**config.mk**
```make
export PLATFORM = sky130hd
export DESIGN_NAME = viterbi_decoder_k4_rate_half
export DESIGN_NICKNAME = d
export VERILOG_FILES = /design/src/rtl/vdk4_pkg.sv /design/src/rtl/vdk4_pm.sv /design/src/rtl/vdk4_tb.sv /design/src/rtl/vdk4_emit.sv /design/src/rtl/viterbi_decoder_k4_rate_half.sv
export SDC_FILE = /design/constraint.sdc
export NUM_CORES = 2
export LEC_CHECK = 0
export BUFFER_PORTS_ARGS = -buffer_cell sky130_fd_sc_hd__buf_2
export CORE_AREA = 4 4 735 372
export DETAILED_ROUTE_END_ITERATION = 8
export DIE_AREA = 0 0 739 376
export HOLD_SLACK_MARGIN = 0.15
export SETUP_SLACK_MARGIN = 0.1
export SYNTH_ARGS = -nofsm -noshare
export SYNTH_HDL_FRONTEND = slang
export SYNTH_MEMORY_MAX_BITS = 65536
export SYNTH_SLANG_ARGS = --single-unit
```
**constraint.sdc**
```tcl
create_clock -name clk -period 22.6 [get_ports clk]
set_clock_uncertainty 0.2 [all_clocks]
set_input_delay 4.52 -clock clk [delete_from_list [all_inputs] [get_ports clk]]
set_output_delay 4.52 -clock clk [all_outputs]
set_load 0.005 [all_outputs]
```
**src/rtl/vdk4_pkg.sv**
```systemverilog
`timescale 1ns / 1ps
// ---------------------------------------------------------------------------
// vdk4_pkg
// Shared types, constants and helpers of the K=4 rate 1/2 Viterbi decoder.
// ---------------------------------------------------------------------------
package vdk4_pkg;

	localparam int NUM_ROWS         = 32;
	localparam int NUM_STATES       = NUM_ROWS / 2;
	localparam int SW               = $clog2(NUM_STATES);
	localparam int HIGH_BIT         = NUM_STATES / 2;
	localparam int MW               = 16;
	localparam int SYM_W            = 2;
	localparam int SYMS_PER_BYTE    = 4;
	localparam int KW               = $clog2(SYMS_PER_BYTE);
	localparam int BYTE_W           = 8;
	localparam int DEF_MAX_IN_BYTES = 64;

	typedef logic [SW-1:0]         state_t;
	typedef logic [MW-1:0]         metric_t;
	typedef logic [NUM_STATES-1:0] dec_t;

	localparam dec_t REACH_INIT = dec_t'((1 << 0) | (1 << HIGH_BIT));

	typedef struct packed {
		logic step_en;
		logic min_start;
		logic clear;
	} pm_ctl_t;

	typedef struct packed {
		logic    min_done;
		state_t  best_state;
		metric_t best_metric;
	} pm_res_t;

	// code symbol of a state: bit0 = s0^s1^s2^s3, bit1 = s0^s2^s3
	function automatic logic [SYM_W-1:0] exp_sym(input state_t s);
		return {s[0] ^ s[2] ^ s[3], ^s};
	endfunction

endpackage

```
**src/rtl/vdk4_pm.sv**
```systemverilog
`timescale 1ns / 1ps
// ---------------------------------------------------------------------------
// vdk4_pm
// Path metric unit: 16 add-compare-select cells in one step, and a scan
// over the states for the lowest reachable metric.
// ---------------------------------------------------------------------------
module vdk4_pm (
	input  logic                               clk,
	input  logic                               arst_n,
	input  vdk4_pkg::pm_ctl_t                  ctl,
	input  logic [vdk4_pkg::SYM_W-1:0]         sym,
	output vdk4_pkg::dec_t                     dec,
	output vdk4_pkg::pm_res_t                  res
);
	import vdk4_pkg::*;

	metric_t metric_q [NUM_STATES];
	dec_t    reach_q;
	metric_t nm [NUM_STATES];
	dec_t    nr;
	dec_t    dec_c;

	logic    scan_act_q;
	state_t  scan_q;
	logic    found_q;
	state_t  best_state_q;
	metric_t best_metric_q;
	logic    done_q;

	always_comb begin
		state_t           p0;
		state_t           p1;
		logic [SYM_W-1:0] diff;
		logic [1:0]       bm;
		logic             hi;
		metric_t          base;
		logic [MW:0]      sum;
		p0    = '0;
		p1    = '0;
		diff  = '0;
		bm    = '0;
		hi    = 1'b0;
		base  = '0;
		sum   = '0;
		dec_c = '0;
		nr    = '0;
		for (int s = 0; s < NUM_STATES; s++) begin
			p0   = state_t'(s) >> 1;
			p1   = p0 | state_t'(HIGH_BIT);
			diff = sym ^ exp_sym(state_t'(s));
			bm   = {1'b0, diff[1]} + {1'b0, diff[0]};
			if (!reach_q[p0] && !reach_q[p1]) begin
				nm[s] = '0;
			end else begin
				if (!reach_q[p0])
					hi = 1'b1;
				else if (!reach_q[p1])
					hi = 1'b0;
				else
					hi = metric_q[p1] < metric_q[p0];
				base     = hi ? metric_q[p1] : metric_q[p0];
				sum      = {1'b0, base} + (MW+1)'(bm);
				nm[s]    = sum[MW] ? '1 : sum[MW-1:0];
				nr[s]    = 1'b1;
				dec_c[s] = hi;
			end
		end
	end

	always_ff @(posedge clk or negedge arst_n) begin
		if (!arst_n) begin
			for (int s = 0; s < NUM_STATES; s++)
				metric_q[s] <= '0;
			reach_q       <= REACH_INIT;
			scan_act_q    <= 1'b0;
			scan_q        <= '0;
			found_q       <= 1'b0;
			best_state_q  <= '0;
			best_metric_q <= '0;
			done_q        <= 1'b0;
		end else begin
			done_q <= scan_act_q && !ctl.min_start
				&& (scan_q == state_t'(NUM_STATES - 1));
			if (ctl.clear) begin
				for (int s = 0; s < NUM_STATES; s++)
					metric_q[s] <= '0;
				reach_q <= REACH_INIT;
			end else if (ctl.step_en) begin
				for (int s = 0; s < NUM_STATES; s++)
					metric_q[s] <= nm[s];
				reach_q <= nr;
			end
			if (ctl.min_start) begin
				scan_act_q <= 1'b1;
				scan_q     <= '0;
				found_q    <= 1'b0;
			end else if (scan_act_q) begin
				if (reach_q[scan_q] && (!found_q || metric_q[scan_q] < best_metric_q)) begin
					found_q       <= 1'b1;
					best_state_q  <= scan_q;
					best_metric_q <= metric_q[scan_q];
				end
				if (scan_q == state_t'(NUM_STATES - 1)) begin
					scan_act_q <= 1'b0;
				end else begin
					scan_q <= scan_q + 1'b1;
				end
			end
		end
	end

	assign dec             = dec_c;
	assign res.min_done    = done_q;
	assign res.best_state  = best_state_q;
	assign res.best_metric = best_metric_q;

endmodule

```
**src/rtl/vdk4_tb.sv**
```systemverilog
`timescale 1ns / 1ps
// ---------------------------------------------------------------------------
// vdk4_tb
// Survivor memory and traceback: one decision word stored per cycle while sv_we is high,
// decoded bits packed into bytes and written to the output buffer.
// ---------------------------------------------------------------------------
module vdk4_tb #(
	parameter int MAX_IN_BYTES = vdk4_pkg::DEF_MAX_IN_BYTES
) (
	input  logic                                                clk,
	input  logic                                                arst_n,
	input  logic                                                sv_we,
	input  logic [$clog2(vdk4_pkg::SYMS_PER_BYTE*MAX_IN_BYTES)-1:0] sv_addr,
	input  vdk4_pkg::dec_t                                      sv_data,
	input  logic                                                start,
	input  logic [$clog2(vdk4_pkg::SYMS_PER_BYTE*MAX_IN_BYTES)-1:0] t_first,
	input  vdk4_pkg::state_t                                    start_state,
	output logic                                                ob_we,
	output logic [((MAX_IN_BYTES+1)/2 > 1 ? $clog2((MAX_IN_BYTES+1)/2) : 1)-1:0] ob_addr,
	output logic [vdk4_pkg::BYTE_W-1:0]                         ob_data,
	output logic                                                done
);
	import vdk4_pkg::*;

	localparam int MAX_SYMBOLS = SYMS_PER_BYTE * MAX_IN_BYTES;
	localparam int AW          = $clog2(MAX_SYMBOLS);
	localparam int NBYTE_MAX   = (MAX_IN_BYTES + 1) / 2;
	localparam int OBW         = NBYTE_MAX > 1 ? $clog2(NBYTE_MAX) : 1;

	dec_t              mem [MAX_SYMBOLS];
	dec_t              rdata_s1;
	logic              run_q;
	logic [AW-1:0]     t_q;
	logic [AW-1:0]     t_s1;
	logic              rv_s1;
	state_t            st_q;
	logic [BYTE_W-1:0] byte_q;
	logic              done_q;
	logic [2:0]        pos;
	logic [BYTE_W-1:0] byte_c;

	assign pos     = t_s1[2:0];
	assign byte_c  = byte_q | (BYTE_W'(st_q[0]) << pos);
	assign ob_we   = rv_s1 && (pos == 3'd0);
	assign ob_addr = OBW'(t_s1 >> 3);
	assign ob_data = byte_c;
	assign done    = done_q;

	always_ff @(posedge clk) begin
		if (sv_we)
			mem[sv_addr] <= sv_data;
		if (run_q)
			rdata_s1 <= mem[t_q];
	end

	always_ff @(posedge clk or negedge arst_n) begin
		if (!arst_n) begin
			run_q  <= 1'b0;
			t_q    <= '0;
			t_s1   <= '0;
			rv_s1  <= 1'b0;
			st_q   <= '0;
			byte_q <= '0;
			done_q <= 1'b0;
		end else begin
			rv_s1  <= run_q;
			t_s1   <= t_q;
			done_q <= rv_s1 && (t_s1 == '0);
			if (start) begin
				run_q  <= 1'b1;
				t_q    <= t_first;
				st_q   <= start_state;
				byte_q <= '0;
			end else begin
				if (run_q) begin
					if (t_q == '0)
						run_q <= 1'b0;
					else
						t_q <= t_q - 1'b1;
				end
				if (rv_s1) begin
					st_q   <= {rdata_s1[st_q], st_q[SW-1:1]};
					byte_q <= (pos == 3'd0) ? '0 : byte_c;
				end
			end
		end
	end

endmodule

```
**src/rtl/vdk4_emit.sv**
```systemverilog
`timescale 1ns / 1ps
// ---------------------------------------------------------------------------
// vdk4_emit
// Decoded byte buffer and output stage: plays the block out in order,
// the final metric and last flag on the final item.
// ---------------------------------------------------------------------------
module vdk4_emit #(
	parameter int MAX_IN_BYTES = vdk4_pkg::DEF_MAX_IN_BYTES
) (
	input  logic                                clk,
	input  logic                                arst_n,
	input  logic                                ob_we,
	input  logic [((MAX_IN_BYTES+1)/2 > 1 ? $clog2((MAX_IN_BYTES+1)/2) : 1)-1:0] ob_addr,
	input  logic [vdk4_pkg::BYTE_W-1:0]         ob_data,
	input  logic                                start,
	input  logic [((MAX_IN_BYTES+1)/2 > 1 ? $clog2((MAX_IN_BYTES+1)/2) : 1)-1:0] last_idx,
	input  vdk4_pkg::metric_t                   metric,
	output logic                                busy,
	output logic                                out_valid,
	input  logic                                out_ready,
	output logic [vdk4_pkg::BYTE_W-1:0]         decoded_byte,
	output vdk4_pkg::metric_t                   final_metric,
	output logic                                last_out
);
	import vdk4_pkg::*;

	localparam int NBYTE_MAX = (MAX_IN_BYTES + 1) / 2;
	localparam int OBW       = NBYTE_MAX > 1 ? $clog2(NBYTE_MAX) : 1;

	typedef enum logic [1:0] {E_IDLE, E_LD, E_WAIT} est_t;

	est_t              state_q;
	logic [BYTE_W-1:0] mem [NBYTE_MAX];
	logic [BYTE_W-1:0] rdata_q;
	logic [OBW-1:0]    addr_q;
	logic [OBW-1:0]    last_q;
	metric_t           metric_q;
	logic              out_valid_q;
	logic [BYTE_W-1:0] dbyte_q;
	metric_t           fmetric_q;
	logic              last_out_q;
	logic              is_last;
	logic              rd_en;
	logic [OBW-1:0]    rd_addr;

	assign is_last = addr_q == last_q;

	always_comb begin
		rd_en   = 1'b0;
		rd_addr = addr_q + 1'b1;
		unique case (state_q)
			E_IDLE: begin
				rd_en   = start;
				rd_addr = '0;
			end
			E_WAIT: rd_en = out_ready && !is_last;
			default: rd_en = 1'b0;
		endcase
	end

	always_ff @(posedge clk) begin
		if (ob_we)
			mem[ob_addr] <= ob_data;
		if (rd_en)
			rdata_q <= mem[rd_addr];
	end

	always_ff @(posedge clk or negedge arst_n) begin
		if (!arst_n) begin
			state_q     <= E_IDLE;
			addr_q      <= '0;
			last_q      <= '0;
			metric_q    <= '0;
			out_valid_q <= 1'b0;
			dbyte_q     <= '0;
			fmetric_q   <= '0;
			last_out_q  <= 1'b0;
		end else begin
			unique case (state_q)
				E_IDLE: begin
					if (start) begin
						addr_q   <= '0;
						last_q   <= last_idx;
						metric_q <= metric;
						state_q  <= E_LD;
					end
				end
				E_LD: begin
					dbyte_q     <= rdata_q;
					last_out_q  <= is_last;
					fmetric_q   <= is_last ? metric_q : '0;
					out_valid_q <= 1'b1;
					state_q     <= E_WAIT;
				end
				E_WAIT: begin
					if (out_ready) begin
						out_valid_q <= 1'b0;
						if (is_last) begin
							state_q <= E_IDLE;
						end else begin
							addr_q  <= addr_q + 1'b1;
							state_q <= E_LD;
						end
					end
				end
				default: state_q <= E_IDLE;
			endcase
		end
	end

	assign busy         = state_q != E_IDLE;
	assign out_valid    = out_valid_q;
	assign decoded_byte = dbyte_q;
	assign final_metric = fmetric_q;
	assign last_out     = last_out_q;

`ifndef NO_ASSERTIONS
	a_no_write_busy: assert property (@(posedge clk) disable iff (!arst_n)
		ob_we |-> state_q == E_IDLE)
		else $error("byte buffer written while playing out");
	a_valid_in_wait: assert property (@(posedge clk) disable iff (!arst_n)
		out_valid_q |-> state_q == E_WAIT)
		else $error("output item shown outside wait state");
`endif

endmodule

```
**src/rtl/viterbi_decoder_k4_rate_half.sv**
```systemverilog
`timescale 1ns / 1ps
// ---------------------------------------------------------------------------
// viterbi_decoder_k4_rate_half
// Hard-decision Viterbi decoder, rate 1/2, 16 states: per-byte ACS over
// four symbols, survivor memory, traceback and in-order byte output.
// ---------------------------------------------------------------------------
// input: one ACS step per symbol, four per received byte; the next byte can be
//   taken in the last ACS step of the one before unless that one was the last
// block end: ACS over the last byte, min scan over the states, traceback over
//   the n stored symbols, then the decoded items played out in order
// a new block may be fed while the previous one is still being played out
// reset: metrics cleared, states 0 and 8 reachable, symbol count zero
module viterbi_decoder_k4_rate_half #(
	parameter int MAX_IN_BYTES = vdk4_pkg::DEF_MAX_IN_BYTES
) (
	input  logic                        clk,
	input  logic                        arst_n,
	input  logic                        in_valid,
	output logic                        in_ready,
	input  logic [vdk4_pkg::BYTE_W-1:0] code_byte,
	input  logic                        last_byte,
	output logic                        out_valid,
	input  logic                        out_ready,
	output logic [vdk4_pkg::BYTE_W-1:0] decoded_byte,
	output vdk4_pkg::metric_t           final_metric,
	output logic                        last_out
);
	import vdk4_pkg::*;

	localparam int MAX_SYMBOLS = SYMS_PER_BYTE * MAX_IN_BYTES;
	localparam int AW          = $clog2(MAX_SYMBOLS);
	localparam int CW          = $clog2(MAX_SYMBOLS + 1);
	localparam int NBYTE_MAX   = (MAX_IN_BYTES + 1) / 2;
	localparam int OBW         = NBYTE_MAX > 1 ? $clog2(NBYTE_MAX) : 1;

	typedef enum logic [2:0] {S_IDLE, S_ACS, S_MIN, S_HOLD, S_TB} st_t;

	st_t               state_q;
	logic [BYTE_W-1:0] code_q;
	logic              last_q;
	logic [KW-1:0]     k_q;
	logic [CW-1:0]     count_q;

	logic              step;
	logic              acs_end;
	logic [CW-1:0]     cnt_next;
	logic [CW-1:0]     cnt_m1;
	logic              accept;
	logic              room;
	st_t               acc_next;
	logic              tb_start;
	logic              tb_done;
	logic              emit_busy;
	logic [SYM_W-1:0]  sym;
	pm_ctl_t           pm_ctl;
	pm_res_t           pm_res;
	dec_t              dec;
	logic              ob_we;
	logic [OBW-1:0]    ob_addr;
	logic [BYTE_W-1:0] ob_data;

	assign step     = state_q == S_ACS;
	assign acs_end  = step && (k_q == KW'(SYMS_PER_BYTE - 1));
	assign cnt_next = step ? count_q + 1'b1 : count_q;
	assign cnt_m1   = count_q - 1'b1;
	assign in_ready = (state_q == S_IDLE) || (acs_end && !last_q);
	assign accept   = in_valid && in_ready;
	assign room     = cnt_next != CW'(MAX_SYMBOLS);
	assign acc_next = room ? S_ACS : (last_byte ? S_MIN : S_IDLE);
	assign tb_start = (state_q == S_HOLD) && !emit_busy;
	assign sym      = code_q[{k_q, 1'b0} +: SYM_W];

	assign pm_ctl.step_en   = step;
	assign pm_ctl.min_start = (accept && !room && last_byte) || (acs_end && last_q);
	assign pm_ctl.clear     = (state_q == S_TB) && tb_done;

	vdk4_pm u_pm (
		.clk    (clk),
		.arst_n (arst_n),
		.ctl    (pm_ctl),
		.sym    (sym),
		.dec    (dec),
		.res    (pm_res)
	);

	vdk4_tb #(
		.MAX_IN_BYTES (MAX_IN_BYTES)
	) u_tb (
		.clk         (clk),
		.arst_n      (arst_n),
		.sv_we       (step),
		.sv_addr     (count_q[AW-1:0]),
		.sv_data     (dec),
		.start       (tb_start),
		.t_first     (cnt_m1[AW-1:0]),
		.start_state (pm_res.best_state),
		.ob_we       (ob_we),
		.ob_addr     (ob_addr),
		.ob_data     (ob_data),
		.done        (tb_done)
	);

	vdk4_emit #(
		.MAX_IN_BYTES (MAX_IN_BYTES)
	) u_emit (
		.clk          (clk),
		.arst_n       (arst_n),
		.ob_we        (ob_we),
		.ob_addr      (ob_addr),
		.ob_data      (ob_data),
		.start        (pm_ctl.clear),
		.last_idx     (OBW'(cnt_m1 >> 3)),
		.metric       (pm_res.best_metric),
		.busy         (emit_busy),
		.out_valid    (out_valid),
		.out_ready    (out_ready),
		.decoded_byte (decoded_byte),
		.final_metric (final_metric),
		.last_out     (last_out)
	);

	always_ff @(posedge clk or negedge arst_n) begin
		if (!arst_n) begin
			state_q <= S_IDLE;
			code_q  <= '0;
			last_q  <= 1'b0;
			k_q     <= '0;
			count_q <= '0;
		end else begin
			unique case (state_q)
				S_IDLE: begin
					if (accept) begin
						code_q  <= code_byte;
						last_q  <= last_byte;
						k_q     <= '0;
						state_q <= acc_next;
					end
				end
				S_ACS: begin
					// symbol index wraps to zero after the fourth step
					count_q <= cnt_next;
					k_q     <= k_q + 1'b1;
					if (acs_end) begin
						if (last_q) begin
							state_q <= S_MIN;
						end else if (accept) begin
							code_q  <= code_byte;
							last_q  <= last_byte;
							state_q <= acc_next;
						end else begin
							state_q <= S_IDLE;
						end
					end
				end
				S_MIN: begin
					if (pm_res.min_done)
						state_q <= S_HOLD;
				end
				S_HOLD: begin
					if (!emit_busy)
						state_q <= S_TB;
				end
				S_TB: begin
					if (tb_done) begin
						count_q <= '0;
						state_q <= S_IDLE;
					end
				end
				default: state_q <= S_IDLE;
			endcase
		end
	end

`ifndef NO_ASSERTIONS
	a_count_bound: assert property (@(posedge clk) disable iff (!arst_n)
		count_q <= CW'(MAX_SYMBOLS))
		else $error("symbol count beyond survivor memory");
	a_tb_free: assert property (@(posedge clk) disable iff (!arst_n)
		tb_start |-> !emit_busy)
		else $error("traceback started while byte buffer in use");
	a_accept_room: assert property (@(posedge clk) disable iff (!arst_n)
		accept && room |=> state_q == S_ACS && k_q == '0)
		else $error("accepted item with room did not start acs");
`endif

endmodule
```
### Word-level counts from Yosys, hierarchy flattened

Memory sizes are Yosys's and may differ from the RTL's. A register that Yosys moved wholly into a read port is not among the register bits.
Index checks and enable logic that the tools add are counted.

* bits in writable memories: 4352
* output and inout port bits: 27
* memories: 2
* bits in registers: 407
* bits of input ports: 13
* logic and storage cells: 339

* reductions and logical operators: 75
* shift-type cells: 2
* equal/unequal tests: 21
* multiplexer cells: 152
* order comparisons: 12
* bitwise gates (word level): 6
* $add $sub $neg: 26

Memories
* u_tb.mem: depth 256, bits a word 16, rd ports 1, clocked after Yosys merged registers in 1, wr ports 1, RTL line vdk4_tb.sv:30 `dec_t mem [MAX_SYMBOLS];`
* u_emit.mem: depth 32, bits a word 8, rd ports 1, clocked after Yosys merged registers in 1, wr ports 1, RTL line vdk4_emit.sv:33 `logic [BYTE_W-1:0] mem [NBYTE_MAX];`

Operator list (number)
* 16-bit 2-to-1 mux: 45
* 256-bit 2-to-1 mux: 2
* 16-bit by 2-bit adder with 17-bit output: 16
* 16-bit < comparator: 9
* 8-bit 2-to-1 mux: 9
* 16-bit binary-select mux with 4-bit select: 1
* 1-bit 2-to-1 mux: 61
* 1-bit logical AND: 22
* 1-bit zero test: 22
* 4-bit 2-to-1 mux: 5
* 5-bit 2-to-1 mux: 4
* 2-bit nonzero test: 10
* 9-bit 2-to-1 mux: 2
* 9-bit case mux with 2 select lines: 1
* 8-bit zero test: 2
* 8-bit case mux with 2 select lines: 1
* 2-bit AND reduction: 8
* 8-bit by 1-bit subtractor with 8-bit output, second input constant: 2
* 3-bit 2-to-1 mux: 5
* 3-bit case mux with 5 select lines: 1
* 2-bit 2-to-1 mux: 7
* 2-bit inequality test, second input constant: 6
* 4-bit by 5-bit < comparator with 1-bit output, second input constant: 2
* 2-bit by 1-bit inequality test with 1-bit output, second input constant: 5
* 31 further kinds: 46

### Depth between registers and ports, before layout

* depth after elaboration: 11
* mapped depth: 21
* mapped depth without buffers: 17

### By module

A second synthesis with hierarchy kept.

* cell total of the unflattened synthesis: 10938
* area total of the unflattened synthesis: 197966.1 µm²

Modules (own cells, without submodules)
* vdk4_tb: instances 1, area an instance 158419.4 µm², cells each 6958, sequential area each 124254.2 µm²
* vdk4_pm: instances 1, area an instance 24852.6 µm², cells each 2933, sequential area each 7234.4 µm²
* vdk4_emit: instances 1, area an instance 13279.0 µm², cells each 900, sequential area each 9278.9 µm²
* viterbi_decoder_k4_rate_half: instances 1, area an instance 1415.1 µm², cells each 147, sequential area each 575.6 µm²

### Least setup slack after synthesis

No wires, ideal clock.

* path type: register to register
* start point: reg u_pm.metric_q[133] in the netlist's numbering
* end point: mem u_tb.mem[0][14] in the netlist's numbering (data pin)
* data required time: 20213 ps
* path buffers: 1
* period minus slack after synthesis: 13801 ps
* library setup time: 2187 ps
* path slack: 8799 ps
* arrival time: 11414 ps
* cell stages (with the launch flop): 10
* cells stage by stage: dfrtp_1 -> clkbuf_1 -> inv_1 -> ha_1 -> a21o_1 -> a21o_1 -> a21oi_1 -> o31a_1 -> nor3_1 -> o21ai_0

* cells in the longest elaborated chain, start to end: 5

Ends and longest elaborated chain
* start, declared: RTL line vdk4_pm.sv:17 `metric_t metric_q [NUM_STATES];`
* start signal, assigned by index: RTL line vdk4_pm.sv:90 `metric_q[s] <= nm[s];`
* 16-bit < comparator: RTL line vdk4_pm.sv:60 `hi = metric_q[p1] < metric_q[p0];`
* 1-bit 2-to-1 mux: RTL line vdk4_pm.sv:57 `else if (!reach_q[p1])`
* 1-bit 2-to-1 mux: RTL line vdk4_pm.sv:55 `if (!reach_q[p0])`
* 1-bit 2-to-1 mux (2 in series): RTL line vdk4_pm.sv:52 `if (!reach_q[p0] && !reach_q[p1]) begin`
* named net dec[14]: RTL line viterbi_decoder_k4_rate_half.sv:57 `dec_t dec;`
* end, declared: RTL line vdk4_tb.sv:30

The timed path passes the listed nets, and every way through them passes these cells. The select of a mux whose other input is x is not followed.

### Final worst setup path

* start point: reg state_q[1]
* end point: out in_ready

* cells in the longest elaborated chain, start to end: 4
* elaborated cells between the ends (all ways): 5
* those cells by class: eq/ne (1); reduce/logical (4)

Ends and longest elaborated chain
* start, declared: RTL line viterbi_decoder_k4_rate_half.sv:38 `st_t state_q;`
* start signal, assigned: RTL line viterbi_decoder_k4_rate_half.sv:136 `state_q <= acc_next;`
* start signal, assigned: RTL line viterbi_decoder_k4_rate_half.sv:149 `state_q <= acc_next;`
* 3-bit by 1-bit == test with 1-bit output: RTL line viterbi_decoder_k4_rate_half.sv:62 `assign step = state_q == S_ACS;`
* 1-bit logical AND: RTL line viterbi_decoder_k4_rate_half.sv:63 `assign acs_end = step && (k_q == KW'(SYMS_PER_BYTE - 1));`
* 1-bit logical AND: RTL line viterbi_decoder_k4_rate_half.sv:66 `assign in_ready = (state_q == S_IDLE) || (acs_end && !last_q);`
* 1-bit logical OR *: RTL line viterbi_decoder_k4_rate_half.sv:66
* end, declared: RTL line viterbi_decoder_k4_rate_half.sv:19 `output logic in_ready,`

Mark *: on every way between the ends. The rest lies on a longest branch, timed or not.

==> results.toml <==
[outcome]
status = "completed"

[cells_and_area]
finalNonFillerCells = 11101
nFillCells = 22056
area_growth_syn_to_layout_pct = 10.1
final_cell_area_um2 = 132000
design.final.nets = 7565
storage_element_area_um2 = 79600
multiInputGateArea_um2 = 37900
post_route_cells_drive_above_1_share_pct = 19.1

[clock_network]
clkSlewWorstSetupHoldPaths_ns = 0.07
cts_setup_buffers = 0
max_buffers_root_to_sink = 4
cts-buffers-inserted = 238
cts_tree = "done"
ctsHtreeMaxLevel = 4
worst_skew_pair.late_latency_ns = 0.91
post_cts_resized = 0
holdBufCountCts = 0
cts.sink_count = 2717
clk_root_buffer_cell = "sky130_fd_sc_hd__clkbuf_16"

[timing]
drv_slew = 0
final-setup-viol-count = 0
hold_violations = 0
maximum_operating_frequency_mhz = 145
layout_worst_path_cycle_share_pct = 30.6
post_route_minimum_period_ns = 6.91
unrepaired_setup_endpoints_after_global_routing = "false"
tightest_slew_ns = 1.29
timing.setup.tns_ns = 0
max-slew-margin-rel_pct = 13.7

[setup_path]
critPathKind = "reg -> out"
crit_path_max_incr_delay_ns = 0.61
critical_path.cell_chain = "nor2_1 > a21boi_0 > buf_2"
worst-endpoint-arrival_ns = 2.19
cp-end-kind = "output port"
critical_path.startpoint_type = "flip-flop"
worstPathMaxFanout = 17
worstPathRequired_ns = 17.88
cp_bufs_invs = 1
critical-path-slowest-cell = "sky130_fd_sc_hd__dfrtp_1"
path_delay_family = "flip-flops"

[grt]
gr-total-overflow = 0
maximum_number_of_pins_on_one_net_before_global_route_repair = 212
initial_antenna_violation_count = 7
global_route.peak_usage_layer = "met2"
grt_util_met2_pct = 36.6
groute.layer.met3.usage_pct = 4.67
grt_first_pass_wirelength_um = 488000
grt_util_all_layers_pct = 23.9
grt_pass1_vias = 67107
global_route_met1_usage_pct = 34.2

[logic_synthesis]
synth-seq-area-share_pct = 66.5
postSynthRegisterBits = 2717
postSynth.topFlopCell = "sky130_fd_sc_hd__edfxtp_1"
library_cell_with_the_largest_summed_area_after_synthesis = "sky130_fd_sc_hd__edfxtp_1"
netlist_top_cells_count = "sky130_fd_sc_hd__edfxtp_1, sky130_fd_sc_hd__mux4_2, sky130_fd_sc_hd__nor2_1"
synth_edf_count = 2320
syn_nets = 7557
asyncSetResetFlopFracSynth_pct = 14.6
post_synth_inst_count = 7355
ys.warnings.count = 0
synth.avg_cell_area_um2 = 16.3
netlist-cell-type-count = 93
synth_most_common_cell = "sky130_fd_sc_hd__edfxtp_1"
mapped_cell_area_um2 = 120000
fraction_of_post_synthesis_cell_area_in_the_top_cell_type_by_area_pct = 58.2
synth.top_cells.by_area = "sky130_fd_sc_hd__edfxtp_1, sky130_fd_sc_hd__mux4_2, sky130_fd_sc_hd__dfrtp_1"

[pwr]
vdd.ir_drop.worst_mv = 0.352
total_power_mw = 20.3
power_density_nw_per_um2 = 154
total_leakage_power_nw = 43.3

[routing]
drt.antenna.violating_nets = 0
detail_route.wirelength_um = 337000
remaining_drc_errors = 0
via_per_inst = 6.21
wl_per_cell_um = 30.3
total_via_count_after_detailed_routing = 68927
detailed_routing_iterations_pass_1 = 6
drt-initial-drc-count = 8781

[job]
maxCapViolations = 0

[floorplan]
floorplan.initialDensity_pct = 45.0
dieArea_um2 = 278000
num_io_pins = 40
die-height_um = 376
floorplan.rows = 134
placeableCoreArea_um2 = 266000
fp.dieW_um = 739

[placement]
place.detailed.instances = 10659
port_buffers = 39
postPlaceCellArea_um2 = 124000
place_hpwl_um = 214000
gp_congestion = 0.968

[min_path]
class_of_the_worst_hold_path = "reg -> reg"
routing by layer:
layer / vias up / share of wire [%]
met4: 4 / 4.2
met2: 3069 / 46
li1: 29220 / -
met1: 36057 / 42
met5: - / 0.0083
met3: 577 / 8.2
placed cells by master (no fill, tap or decap), types with 66 or more instances in the layout:
cell                        count
sky130_fd_sc_hd__a221o_1       87
sky130_fd_sc_hd__xor2_1        66
sky130_fd_sc_hd__mux4_2       729
sky130_fd_sc_hd__nand3_1      139
sky130_fd_sc_hd__mux2_2        66
sky130_fd_sc_hd__dfrtp_1      387
sky130_fd_sc_hd__inv_1        167
sky130_fd_sc_hd__edfxtp_1    2320
sky130_fd_sc_hd__o21ai_0      309
sky130_fd_sc_hd__nand4_1       77
sky130_fd_sc_hd__mux2i_1      193
sky130_fd_sc_hd__nor2_1       527
sky130_fd_sc_hd__a21oi_1      262
sky130_fd_sc_hd__ha_1         173
sky130_fd_sc_hd__nand2_1      492
sky130_fd_sc_hd__buf_4        161
sky130_fd_sc_hd__clkbuf_16    238
sky130_fd_sc_hd__xnor2_1      107
sky130_fd_sc_hd__nor3_1        88
cells by family after synthesis:
| kind of cell | Yosys count | synth area share [%] |
|---|---|---|
| buffers and inverters | 607 | 2.06 |
| XOR/XNOR | 175 | 1.28 |
| flip-flops | 2717 | 66.5 |
| adder cells (fa/ha/maj) | 189 | 2.08 |
| multiplexers | 1007 | 16.2 |
| AND/OR/NAND/NOR | 1585 | 5.99 |
| AO/OA/AOI/OAI | 1075 | 5.89 |
metrics by stage:
| stage | utilization, % | worst slack [ns] | hold WS, ns |
|---|---|---|---|
| 3_3_place_gp | 46.6 | 15.45 | 0.181 |
| 4_1_cts | 49.5 | 15.61 | 0.207 |
| 2_1_floorplan | - | 8.80 | 0.152 |
| 3_5_place_dp | 46.6 | 15.46 | 0.189 |
| 6_report | 49.5 | 15.69 | 0.212 |
| 5_1_grt | 49.5 | 15.54 | 0.226 |
power breakdown:
part	total [mW]	internal (mW)	leakage, nW	switching, mW
logic	8.09	2.64	13.5	5.45
registers	8.05	7.54	26.0	0.506
clock network	4.16	2.31	3.79	1.85
total	20.3	12.5	43.3	7.81
sequential cells by signal (all words and copies together), names as in the netlist, 2 cells and up:
register and count:
u_tb.mem 2048, u_emit.mem 256, u_pm.metric_q 256, u_emit.final_metric 16, u_emit.metric_q 16, u_pm.best_metric_q 16, count_q 9, code_q 8
u_emit.decoded_byte 8, u_emit.rdata_q 8, u_tb.byte_q 8, u_tb.rdata_s1 8, u_tb.t_q 8, u_tb.t_s1 8, u_pm.reach_q 6, u_emit.addr_q 5
u_emit.last_q 5, u_pm.best_state_q 4, u_pm.scan_q 4, u_tb.st_q 4, state_q 3, k_q 2, u_emit.state_q 2
cell type report:
| type | count | area share, % |
|---|---|---|
| sequential | 2717 | 60.4 |
| timing repair buffer | 204 | 1.13 |
| multi-input combinational | 4031 | 28.7 |
| antenna | 8 | 0.0152 |
| tap | 3536 | 3.36 |
| inverter | 171 | 0.487 |
| clock buffer | 292 | 4.70 |
| clock inverter | 142 | 1.16 |
final timing paths:
check | from | endpoint | slack (ns) | depth (start not counted)
max in group asynchronous | arst_n | u_pm.scan_q[0] | 16.44 | 3
min reg2reg | u_tb.t_q[7] | u_tb.t_s1[7] | 0.21 | 0
min in group asynchronous | arst_n | u_pm.metric_q[237] | 3.52 | 1
min | u_tb.t_q[7] | u_tb.t_s1[7] | 0.21 | 0
max reg2reg | u_tb.t_q[0] | u_tb.rdata_s1[9] | 16.32 | 9
max | state_q[1] | in_ready | 15.69 | 3
No activity file was read; power rests on OpenSTA's default activity.
